`src/hdl/resonant_lowpass_filter_assert.svh`:
```
// ----------------------------------------------------------------------------
// Assertion macros for the resonant low-pass filter
// Concurrent checks clocked on clk and disabled while rst_n is low.
// ----------------------------------------------------------------------------
`ifndef RESONANT_LOWPASS_FILTER_ASSERT_SVH
`define RESONANT_LOWPASS_FILTER_ASSERT_SVH

// Same-cycle implication.
`define RLPF_ASSERT_NOW(label, ante, cons) \
  label: assert property (@(posedge clk) disable iff (!rst_n) (ante) |-> (cons)) \
    else $error("rlpf same-cycle check failed");

// Next-cycle implication.
`define RLPF_ASSERT_NEXT(label, ante, cons) \
  label: assert property (@(posedge clk) disable iff (!rst_n) (ante) |=> (cons)) \
    else $error("rlpf next-cycle check failed");

`endif

```
`src/hdl/rlpf_pkg.sv`:
```
// ----------------------------------------------------------------------------
// rlpf_pkg
// Types and fixed constants of the resonant low-pass filter.
// ----------------------------------------------------------------------------
package rlpf_pkg;

  localparam int CUTOFF_W   = 17;  // f, unsigned
  localparam int RESON_W    = 23;  // fb, signed
  localparam int CFG_DATA_W = 23;  // widest register
  localparam int CFG_IDX_W  = 2;

  localparam int STAGE_W = 32;     // stage state width
  localparam int DIFF_W  = 33;     // s1 - s2, also the multiplier data operand
  localparam int TERM_W  = 47;     // clamped bracket term, +/- 2^45
  localparam int T_LO_W  = 23;     // low half of the bracket term
  localparam int COEF_W  = 24;     // multiplier coefficient operand
  localparam int PROD_W  = 64;     // product register
  localparam int WIDE_W  = 64;     // sum width ahead of saturation

  localparam logic [CFG_IDX_W-1:0] CFG_IDX_CUTOFF = 2'd0;
  localparam logic [CFG_IDX_W-1:0] CFG_IDX_RESON  = 2'd1;

  localparam logic signed [WIDE_W-1:0] TERM_LIMIT = 64'sd1 <<< 45;

  typedef enum logic [2:0] {
    ST_IDLE,
    ST_MUL_FB,
    ST_TERM,
    ST_MUL_T,
    ST_MUL_T_HI,
    ST_ADD_S1,
    ST_MUL_S2,
    ST_ADD_S2
  } state_t;

endpackage

```
`src/hdl/rlpf_in_if.sv`:
```
// ----------------------------------------------------------------------------
// rlpf_in_if
// Input sample channel: valid/ready handshake carrying one audio sample.
// ----------------------------------------------------------------------------
interface rlpf_in_if #(
  parameter int SAMPLE_BITS = 16
);
  logic                          valid;
  logic                          ready;
  logic signed [SAMPLE_BITS-1:0] sample_in;

  modport source (output valid, output sample_in, input ready);
  modport sink   (input valid, input sample_in, output ready);
endinterface

```
`src/hdl/rlpf_out_if.sv`:
```
// ----------------------------------------------------------------------------
// rlpf_out_if
// Output sample channel: valid/ready handshake carrying one filtered sample.
// ----------------------------------------------------------------------------
interface rlpf_out_if #(
  parameter int SAMPLE_BITS = 16
);
  logic                          valid;
  logic                          ready;
  logic signed [SAMPLE_BITS-1:0] sample_out;

  modport source (output valid, output sample_out, input ready);
  modport sink   (input valid, input sample_out, output ready);
endinterface

```
`src/hdl/resonant_lowpass_filter.sv`:
```
// ----------------------------------------------------------------------------
// resonant_lowpass_filter
// Resonant two-pole low-pass filter, one shared multiplier under a sequencer.
// ----------------------------------------------------------------------------
// Each sample is taken when the filter is idle and then runs through seven
// sequencer steps around one shared signed 33 x 24 multiplier: resonance
// times stage difference, the rounded and clamped bracket term, cutoff times
// the low and then the high half of that term (accumulated in the product
// register), the first stage update, cutoff times the new stage difference,
// and the second stage update. A new sample is accepted only in the idle state,
// after the previous one is done; the last step waits only while an earlier
// result is still held in the output register. Stages are signed 32-bit fixed
// point with FRAC_BITS fraction bits and saturate on every update; the first
// stage resets to zero and the second to one sample unit. Coefficients are
// written through the cfg port; the user must do so only while the filter is
// idle, which the block itself does not enforce. Index 0 is the unsigned
// cutoff f, index 1 the signed resonance fb; other indexes are ignored.
// ----------------------------------------------------------------------------
module resonant_lowpass_filter #(
  parameter int SAMPLE_BITS = 16,
  parameter int FRAC_BITS   = 16
) (
  input  logic                                clk,
  input  logic                                rst_n,
  rlpf_in_if.sink                             in_ch,
  rlpf_out_if.source                          out_ch,
  input  logic                                cfg_we,
  input  logic [rlpf_pkg::CFG_IDX_W-1:0]      cfg_index,
  input  logic [rlpf_pkg::CFG_DATA_W-1:0]     cfg_data
);

  localparam logic signed [rlpf_pkg::WIDE_W-1:0] ROUND_HALF =
    64'sd1 <<< (FRAC_BITS - 1);
  localparam logic signed [rlpf_pkg::STAGE_W-1:0] S2_RESET = 32'sd1 <<< FRAC_BITS;
  localparam logic signed [rlpf_pkg::STAGE_W-1:0] Y_HI =
    (32'sd1 <<< (SAMPLE_BITS - 1)) - 32'sd1;
  localparam logic signed [rlpf_pkg::STAGE_W-1:0] Y_LO = -(32'sd1 <<< (SAMPLE_BITS - 1));
  localparam logic signed [rlpf_pkg::WIDE_W-1:0] S_MAX = 64'sd2147483647;
  localparam logic signed [rlpf_pkg::WIDE_W-1:0] S_MIN = -64'sd2147483648;
  localparam int MUL_W = rlpf_pkg::DIFF_W + rlpf_pkg::COEF_W;

  rlpf_pkg::state_t state_r, state_nxt;

  logic [rlpf_pkg::CUTOFF_W-1:0]               cutoff_r;
  logic signed [rlpf_pkg::RESON_W-1:0]         reson_r;
  logic signed [SAMPLE_BITS-1:0]               x_r, x_nxt;
  logic signed [rlpf_pkg::STAGE_W-1:0]         s1_r, s1_nxt;
  logic signed [rlpf_pkg::STAGE_W-1:0]         s2_r, s2_nxt;
  logic signed [rlpf_pkg::TERM_W-1:0]          t_r, t_nxt;
  logic signed [rlpf_pkg::PROD_W-1:0]          prod_r, prod_nxt;
  logic                                        out_valid_r, out_valid_nxt;
  logic signed [SAMPLE_BITS-1:0]               out_data_r, out_data_nxt;

  logic                                        in_ready;
  logic                                        out_free;
  logic signed [rlpf_pkg::DIFF_W-1:0]          diff;
  logic signed [rlpf_pkg::TERM_W-rlpf_pkg::T_LO_W-1:0] t_hi;
  logic signed [rlpf_pkg::DIFF_W-1:0]          mul_a;
  logic signed [rlpf_pkg::COEF_W-1:0]          mul_b;
  logic signed [MUL_W-1:0]                     mul_p;
  logic signed [rlpf_pkg::WIDE_W-1:0]          rnd;
  logic signed [rlpf_pkg::WIDE_W-1:0]          term;
  logic signed [rlpf_pkg::WIDE_W-1:0]          term_c;
  logic signed [rlpf_pkg::STAGE_W-1:0]         s2_new;
  logic signed [rlpf_pkg::STAGE_W-1:0]         y_int;
  logic signed [rlpf_pkg::STAGE_W-1:0]         y_sat;

  function automatic logic signed [rlpf_pkg::STAGE_W-1:0] sat_stage(
    input logic signed [rlpf_pkg::WIDE_W-1:0] v
  );
    logic signed [rlpf_pkg::WIDE_W-1:0] c;
    begin
      c = v;
      if (v > S_MAX) c = S_MAX;
      if (v < S_MIN) c = S_MIN;
      return c[rlpf_pkg::STAGE_W-1:0];
    end
  endfunction

  assign in_ready      = rst_n && (state_r == rlpf_pkg::ST_IDLE);
  assign out_free      = !out_valid_r || out_ch.ready;
  assign in_ch.ready   = in_ready;
  assign out_ch.valid  = out_valid_r;
  assign out_ch.sample_out = out_data_r;

  // Datapath shared by the sequencer steps
  assign diff  = rlpf_pkg::DIFF_W'(s1_r) - rlpf_pkg::DIFF_W'(s2_r);
  assign t_hi  = t_r[rlpf_pkg::TERM_W-1:rlpf_pkg::T_LO_W];
  assign mul_p = MUL_W'(mul_a) * MUL_W'(mul_b);
  assign rnd   = (prod_r + ROUND_HALF) >>> FRAC_BITS;

  always_comb begin
    mul_a = '0;
    mul_b = '0;
    case (state_r)
      rlpf_pkg::ST_MUL_FB: begin
        mul_a = diff;
        mul_b = rlpf_pkg::COEF_W'(reson_r);
      end
      rlpf_pkg::ST_MUL_T: begin
        mul_a = signed'({{(rlpf_pkg::DIFF_W - rlpf_pkg::T_LO_W){1'b0}},
                         t_r[rlpf_pkg::T_LO_W-1:0]});
        mul_b = signed'({{(rlpf_pkg::COEF_W - rlpf_pkg::CUTOFF_W){1'b0}}, cutoff_r});
      end
      rlpf_pkg::ST_MUL_T_HI: begin
        mul_a = rlpf_pkg::DIFF_W'(t_hi);
        mul_b = signed'({{(rlpf_pkg::COEF_W - rlpf_pkg::CUTOFF_W){1'b0}}, cutoff_r});
      end
      rlpf_pkg::ST_MUL_S2: begin
        mul_a = diff;
        mul_b = signed'({{(rlpf_pkg::COEF_W - rlpf_pkg::CUTOFF_W){1'b0}}, cutoff_r});
      end
      default: begin
        mul_a = '0;
        mul_b = '0;
      end
    endcase
  end

  // Bracket term: x - s1 + round(fb * d), clamped before the cutoff product
  always_comb begin
    term = (rlpf_pkg::WIDE_W'(x_r) <<< FRAC_BITS) - rlpf_pkg::WIDE_W'(s1_r) + rnd;
    term_c = term;
    if (term > rlpf_pkg::TERM_LIMIT) term_c = rlpf_pkg::TERM_LIMIT;
    if (term < -rlpf_pkg::TERM_LIMIT) term_c = -rlpf_pkg::TERM_LIMIT;
  end

  // Second stage update and its saturated integer part
  always_comb begin
    s2_new = sat_stage(rlpf_pkg::WIDE_W'(s2_r) + rnd);
    y_int  = s2_new >>> FRAC_BITS;
    y_sat  = y_int;
    if (y_int > Y_HI) y_sat = Y_HI;
    if (y_int < Y_LO) y_sat = Y_LO;
  end

  // Sequencer: next state and register updates
  always_comb begin
    state_nxt     = state_r;
    x_nxt         = x_r;
    s1_nxt        = s1_r;
    s2_nxt        = s2_r;
    t_nxt         = t_r;
    prod_nxt      = prod_r;
    out_data_nxt  = out_data_r;
    out_valid_nxt = out_valid_r && !out_ch.ready;
    case (state_r)
      rlpf_pkg::ST_IDLE: begin
        if (in_ch.valid) begin
          x_nxt     = in_ch.sample_in;
          state_nxt = rlpf_pkg::ST_MUL_FB;
        end
      end
      rlpf_pkg::ST_MUL_FB: begin
        prod_nxt  = rlpf_pkg::PROD_W'(mul_p);
        state_nxt = rlpf_pkg::ST_TERM;
      end
      rlpf_pkg::ST_TERM: begin
        t_nxt     = term_c[rlpf_pkg::TERM_W-1:0];
        state_nxt = rlpf_pkg::ST_MUL_T;
      end
      rlpf_pkg::ST_MUL_T: begin
        // start with the low half of the bracket term
        prod_nxt  = rlpf_pkg::PROD_W'(mul_p);
        state_nxt = rlpf_pkg::ST_MUL_T_HI;
      end
      rlpf_pkg::ST_MUL_T_HI: begin
        // add the high half at its weight
        prod_nxt  = prod_r + (rlpf_pkg::PROD_W'(mul_p) <<< rlpf_pkg::T_LO_W);
        state_nxt = rlpf_pkg::ST_ADD_S1;
      end
      rlpf_pkg::ST_ADD_S1: begin
        s1_nxt    = sat_stage(rlpf_pkg::WIDE_W'(s1_r) + rnd);
        state_nxt = rlpf_pkg::ST_MUL_S2;
      end
      rlpf_pkg::ST_MUL_S2: begin
        prod_nxt  = rlpf_pkg::PROD_W'(mul_p);
        state_nxt = rlpf_pkg::ST_ADD_S2;
      end
      rlpf_pkg::ST_ADD_S2: begin
        // hold until the output register is free
        if (out_free) begin
          s2_nxt        = s2_new;
          out_data_nxt  = y_sat[SAMPLE_BITS-1:0];
          out_valid_nxt = 1'b1;
          state_nxt     = rlpf_pkg::ST_IDLE;
        end
      end
      default: begin
        state_nxt = rlpf_pkg::ST_IDLE;
      end
    endcase
  end

  always_ff @(posedge clk) begin
    if (!rst_n) begin
      state_r <= rlpf_pkg::ST_IDLE;
    end else begin
      state_r <= state_nxt;
    end
  end

  always_ff @(posedge clk) begin
    if (!rst_n) begin
      s1_r        <= '0;
      s2_r        <= S2_RESET;
      out_valid_r <= 1'b0;
    end else begin
      s1_r        <= s1_nxt;
      s2_r        <= s2_nxt;
      out_valid_r <= out_valid_nxt;
    end
  end

  always_ff @(posedge clk) begin
    x_r        <= x_nxt;
    t_r        <= t_nxt;
    prod_r     <= prod_nxt;
    out_data_r <= out_data_nxt;
  end

  // Coefficient registers; unknown indexes are dropped
  always_ff @(posedge clk) begin
    if (!rst_n) begin
      cutoff_r <= '0;
      reson_r  <= '0;
    end else if (cfg_we) begin
      case (cfg_index)
        rlpf_pkg::CFG_IDX_CUTOFF: cutoff_r <= cfg_data[rlpf_pkg::CUTOFF_W-1:0];
        rlpf_pkg::CFG_IDX_RESON:  reson_r  <= signed'(cfg_data[rlpf_pkg::RESON_W-1:0]);
        default: ;
      endcase
    end
  end

`include "resonant_lowpass_filter_assert.svh"

  `RLPF_ASSERT_NEXT(a_accept_starts, in_ch.valid && in_ch.ready, state_r == rlpf_pkg::ST_MUL_FB)
  `RLPF_ASSERT_NEXT(a_finish_posts, (state_r == rlpf_pkg::ST_ADD_S2) && out_free, out_valid_r && (state_r == rlpf_pkg::ST_IDLE))
  `RLPF_ASSERT_NOW(a_term_clamped, state_r == rlpf_pkg::ST_MUL_T, (rlpf_pkg::WIDE_W'(t_r) <= rlpf_pkg::TERM_LIMIT) && (rlpf_pkg::WIDE_W'(t_r) >= -rlpf_pkg::TERM_LIMIT))
  `RLPF_ASSERT_NEXT(a_idle_holds_state, state_r == rlpf_pkg::ST_IDLE, $stable(s1_r) && $stable(s2_r))

endmodule

```
`src/flat_wrapper.sv`:
```
// flat-port wrapper written by rule: the top's interface ports become plain ports
module resonant_lowpass_filter_flat 
#(
  parameter int SAMPLE_BITS = 16,
  parameter int FRAC_BITS   = 16
)
  (clk, rst_n, cfg_we, cfg_index, cfg_data, in_ch_valid, in_ch_sample_in, in_ch_ready, out_ch_valid, out_ch_sample_out, out_ch_ready);
  rlpf_in_if #(.SAMPLE_BITS(SAMPLE_BITS)) in_ch_i ();
  rlpf_out_if #(.SAMPLE_BITS(SAMPLE_BITS)) out_ch_i ();
  input  logic clk;
  input  logic rst_n;
  input  logic cfg_we;
  input  logic [rlpf_pkg::CFG_IDX_W-1:0] cfg_index;
  input  logic [rlpf_pkg::CFG_DATA_W-1:0] cfg_data;
  input wire logic [$bits(in_ch_i.valid)-1:0] in_ch_valid;
  input wire logic [$bits(in_ch_i.sample_in)-1:0] in_ch_sample_in;
  output wire logic [$bits(in_ch_i.ready)-1:0] in_ch_ready;
  output wire logic [$bits(out_ch_i.valid)-1:0] out_ch_valid;
  output wire logic [$bits(out_ch_i.sample_out)-1:0] out_ch_sample_out;
  input wire logic [$bits(out_ch_i.ready)-1:0] out_ch_ready;
  assign in_ch_i.valid = in_ch_valid;
  assign in_ch_i.sample_in = in_ch_sample_in;
  assign in_ch_ready = in_ch_i.ready;
  assign out_ch_valid = out_ch_i.valid;
  assign out_ch_sample_out = out_ch_i.sample_out;
  assign out_ch_i.ready = out_ch_ready;
  resonant_lowpass_filter #(.SAMPLE_BITS(SAMPLE_BITS), .FRAC_BITS(FRAC_BITS)) u_core (.clk(clk), .rst_n(rst_n), .in_ch(in_ch_i), .out_ch(out_ch_i), .cfg_we(cfg_we), .cfg_index(cfg_index), .cfg_data(cfg_data));
endmodule
```
`config.mk`:
```
export PLATFORM = sky130hd
export DESIGN_NAME = resonant_lowpass_filter_flat
export DESIGN_NICKNAME = d
export VERILOG_FILES = /design/src/hdl/rlpf_pkg.sv /design/src/hdl/rlpf_in_if.sv /design/src/hdl/rlpf_out_if.sv /design/src/hdl/resonant_lowpass_filter.sv /design/src/flat_wrapper.sv
export VERILOG_INCLUDE_DIRS = /design/src /design/src/hdl
export SDC_FILE = /design/constraint.sdc
export NUM_CORES = 2
export LEC_CHECK = 0
export ABC_AREA = 1
export BUFFER_PORTS_ARGS = -buffer_cell sky130_fd_sc_hd__buf_2
export CELL_PAD_IN_SITES_DETAIL_PLACEMENT = 1
export CELL_PAD_IN_SITES_GLOBAL_PLACEMENT = 1
export CORE_MARGIN = 1
export CORE_UTILIZATION = 45
export DETAILED_ROUTE_END_ITERATION = 10
export GPL_ROUTABILITY_DRIVEN = 0
export PLACE_DENSITY_LB_ADDON = 0.3
export RECOVER_POWER = 25
export SETUP_SLACK_MARGIN = 0.2
export SYNTH_ARGS = -nofsm -noshare
export SYNTH_HDL_FRONTEND = slang
export SYNTH_SLANG_ARGS = --single-unit
```
`constraint.sdc`:
```
create_clock -name clk -period 9.6 [get_ports clk]
set_clock_uncertainty 0.2 [all_clocks]
set_input_delay 1.92 -clock clk [delete_from_list [all_inputs] [get_ports clk]]
set_output_delay 1.92 -clock clk [all_outputs]
set_load 0.05 [all_outputs]
```
==> results of run 1 <==
metal layers:
layer  global-route usage, %  overflow
met5                    35.4         3
met4                    63.7        15
met3                    53.3         5
met2                    82.5        11
met1                    65.8         0
metrics by stage:
step                setup TNS, ns  utilization [%]
CTS                        -0.553             54.7
global placement           -15.77             51.4
floorplan                       0                -
detailed placement         -26.07             51.4
cell families after synthesis:
family                     share of synthesized area, %
DFF                                                10.7
xor gates and xnor gates                           3.15
AOI/OAI and AO/OA                                  9.13
adders and majority gates                          39.6
and+or+nand+nor                                    23.7
buffers and inverters                              13.7
what timing repair did:
item / CTS
setup endpoints to repair: 32
gates resized for setup: 579
pin swaps: 261
buffers inserted: 100
hold buffers: 0
==> out/results.ini, run 1 <==
[yosys]
ys_async_sr_fraction_pct=0
synthesis.nets=9284
yosysWarnings=0
avgSynthCellArea_um2=7.06
yosysMostFrequentCell=nand2_1
syn_inst=7963
yosysTopAreaCellShare_pct=30.0
synth_top_cell_by_area=fa_1
netlist_area_mm2=0.0562
synth_ff_type=edfxtp_1
synth_seq_cells=236
synth_common_cells=1957 x nand2_1, 1825 x inv_1, 890 x nor2_1
ys_top_cells_by_area=fa_1 30%, nand2_1 13%, inv_1 12%, ha_1 9.6%, edfxtp_1 6.8%
seq_area_frac_synth_pct=10.7
synth_edf_count=128
ys_types=60

[clock_network]
clock-sinks=236
cts_buffer_depth=3
clock_tree.root_cell=clkbuf_16
cts_made_buffers=31
cts.htree.levels=1

[floorplan]
die_h_um=355
rows=129
initial_core_util_pct=45.4
die_x_um=355
ioPinCount=64

[global_routing]
antenna_found_initial=40
grt.overflow.total=34
grt_max_degree=64
track_usage_pct=66.7

[outcome]
stop_stage=global routing (5_1_grt)
outcome=stopped before the end
stop_error=[ERROR GRT-0232] Routing congestion too high. Check the congestion heatmap in the GUI.

[placement]
pre_cts_ws_ns=-1.52
dp_cells=10200
io_buffers=63
place_area_mm2=0.0637
place_hpwl_um=212000

[timing]
grt_worst_setup_endpoint=u_core.prod_r[61]$_DFFE_PN_/D
worstEpCategory=register input

==> run 2: changes to the inputs <==
--- a/config.mk
+++ b/config.mk
@@ -8,15 +8,12 @@
 export LEC_CHECK = 0
 export ABC_AREA = 1
 export BUFFER_PORTS_ARGS = -buffer_cell sky130_fd_sc_hd__buf_2
-export CELL_PAD_IN_SITES_DETAIL_PLACEMENT = 1
-export CELL_PAD_IN_SITES_GLOBAL_PLACEMENT = 1
 export CORE_MARGIN = 1
-export CORE_UTILIZATION = 45
+export CORE_UTILIZATION = 40
 export DETAILED_ROUTE_END_ITERATION = 10
 export GPL_ROUTABILITY_DRIVEN = 0
-export PLACE_DENSITY_LB_ADDON = 0.3
+export PLACE_DENSITY_LB_ADDON = 0.15
 export RECOVER_POWER = 25
-export SETUP_SLACK_MARGIN = 0.2
 export SYNTH_ARGS = -nofsm -noshare
 export SYNTH_HDL_FRONTEND = slang
 export SYNTH_SLANG_ARGS = --single-unit
==> constraint.sdc (replaced) <==
create_clock -name clk -period 12.48 [get_ports clk]
set_clock_uncertainty 0.2 [all_clocks]
set_input_delay 2.496 -clock clk [delete_from_list [all_inputs] [get_ports clk]]
set_output_delay 2.496 -clock clk [all_outputs]
set_load 0.05 [all_outputs]
==> out/results.ini, run 2 <==
[setup_path]
cp-start-kind=flip-flop
worstReg2RegEnd=u_core.prod_r[60]
cp.required_ns=12.65
r2r_slack_ns=0.85
r2r_cells=44
rr_startpoint=u_core.s1_r[0]
critPathMaxFanout=14
slowest_delay_ns=0.74
path_depth=44
path_class=flip-flop to flip-flop
worst_setup_path_end_kind=flip-flop
cpLargestDelayFamily=adder cells
cpMostUsedCell=fa_1
cp.arrival_ns=11.80
critPathSlowestCell=fa_1
cp.buffers_inverters=5

[global_routing]
grt_use_met1_pct=43.1
first_global_vias=51300
grt.overflow.total=0
grt_most_used_layer=met2
antenna_found_initial=4
use_met2_pct=46.1
gr-usage-met3_pct=5.42
grt_pass1_wl_um=321000
grt_max_degree=64
track_usage_pct=30.0

[cells_and_area]
mostFrequentLayoutCells=1957 x nand2_1, 1823 x inv_1, 884 x nor2_1, 842 x fa_1, 434 x a21oi_1
postLayoutCoreUtil_pct=42.9
drive_above_1_share_pct=3.58
final_area_mm2=0.0599
seq_area_mm2=0.00601
top_register=u_core.prod_r
fill_cells=14800
reg_top3=u_core.prod_r: 49 flops, u_core.t_r: 47 flops
largest_reg_flops=49
multiInputGateArea_mm2=0.0426
final_common_cell=nand2_1
finish.net_count=9288
syn2layout_area_growth_pct=6.61

[clock_network]
cts_tree=yes
hold_buffers=0
postCtsSetupRepairBufs=0
cts_made_buffers=31
cts.htree.levels=1
clock-sinks=236
clk_latency_ns=0.63
ctsResizeCount=0
path_clk_slew_ns=0.06
clock_tree.root_cell=clkbuf_16
cts_buffer_depth=3

[outcome]
outcome=finished with violations
violations=max-capacitance violations, max-slew violations

[floorplan]
initial_core_util_pct=40.3
ioPinCount=64
die_area_mm2=0.142
core_area_mm2=0.140
rows=137
die_x_um=377
die_h_um=377

[yosys]
netlist_area_mm2=0.0562
synth_common_cells=1957 x nand2_1, 1825 x inv_1, 890 x nor2_1
seq_area_frac_synth_pct=10.7
synth_edf_count=128
ys_async_sr_fraction_pct=0
yosysMostFrequentCell=nand2_1
synth_top_cell_by_area=fa_1
synth_seq_cells=236
synthesis.nets=9284
ys_types=60
yosysTopAreaCellShare_pct=30.0
syn_inst=7963
ys_top_cells_by_area=fa_1 30%, nand2_1 13%, inv_1 12%, ha_1 9.6%, edfxtp_1 6.8%
yosysWarnings=0
avgSynthCellArea_um2=7.06
synth_ff_type=edfxtp_1

[timing]
slew_violations=90
max_slew_margin_pct=-96.5
fin_crit_sh_pct=93.2
tns_ns=0
setup_slack_ns=0.849
rsz0062_at_grt=no
hold_viol_final=0
worstMarginPinSlew_ns=2.95
post-route-min-period_ns=11.63
fmax_mhz=86.0
setup_viol=0

[pwr]
leakage_nw=30.6
power_density_mw_per_mm2=110
max-vdd-ir-drop_mv=0.239
design_power_total_mw=6.60

[placement]
pre_cts_ws_ns=1.01
place_hpwl_um=179000
place_area_mm2=0.0588
io_buffers=63

[detailed_routing]
vias=52100
ant_nets=0
dr.pass1.iters=10
wl_per_cell_um=21.4
drt-total-wl_um=212000
vias_per_cell=5.28
drc=0
drt_iter0_markers=5239

[run]
cap_violations=2

[worst_hold_path]
whs_endpoint=u_core.s2_r[2]
hold_depth=2
min-delay-path-class=flip-flop to flip-flop
min-delay-start=u_core.s2_r[2]

==> run 2: cell counts after synthesis <==
No cell type changed its count.
==> run 2: cell type report <==
type                            instances  area share, %
Timing Repair Buffer                  147           1.57
Inverter                             1843           11.5
Sequential cell                       236           10.0
Antenna cell                            5         0.0209
Tap cell                             1876           3.92
Clock buffer                           33           1.31
Multi-Input combinational cell       5708           71.0
Clock inverter                         25          0.587
==> run 2: stage by stage <==
stage                     std cells  hold slack, ns
after CTS                      9868           0.291
after global routing           9868           0.315
after floorplan                7963           0.256
final                          9873           0.291
after detailed placement       9810           0.279
after global placement         9810           0.268
==> run 2: worst max path at each step <==
stage | start | to | slack (ns)
6_report | u_core.s1_r[0] | u_core.prod_r[60] | 0.85
3_3_place_gp | u_core.s1_r[0] | u_core.prod_r[60] | 1.15
5_1_grt | u_core.s1_r[0] | u_core.prod_r[59] | 0.008
2_1_floorplan | u_core.s1_r[0] | u_core.prod_r[59] | 3.00
4_1_cts | u_core.s1_r[0] | u_core.prod_r[59] | 0.97
3_5_place_dp | u_core.s1_r[0] | u_core.prod_r[59] | 1.01
==> run 2: kinds of logic (layout without fill, tap and decap cells) <==
family                     Yosys count  count (layout)  share of synthesized area [%]
AOI/OAI and AO/OA                  914             914                           9.13
buffers and inverters             2019            2048                           13.7
other                                0               5                              0
and+or+nand+nor                   3318            3318                           23.7
adders and majority gates         1275            1275                           39.6
DFF                                236             236                           10.7
xor gates and xnor gates           201             201                           3.15
==> run 2: where the power goes <==
part / total (mW) / switching, mW / internal [mW]
Sequential: 1.18 / 0.129 / 1.05
Clock: 1.02 / 0.413 / 0.606
Combinational: 4.40 / 3.16 / 1.23
Total: 6.60 / 3.71 / 2.89
==> run 2: worst reg2reg max path: cells and delay by family, from the launching register on <==
| family | cells | cell delay (ns) |
|---|---|---|
| fa+ha+maj | 11 | 5.25 |
| compound gates | 14 | 2.33 |
| simple gates | 13 | 2.24 |
| buf+inv | 5 | 0.72 |
| flops | 1 | 0.38 |
| xor+xnor | 1 | 0.20 |
==> run 2: metal layers <==
layer / routed length, um / share of wire [%]
met4: 6600 / 3.1
met1: 93400 / 44
met3: 19700 / 9.3
met2: 91800 / 43
met5: 0 / 0
Power figures use the tool's default switching activity.
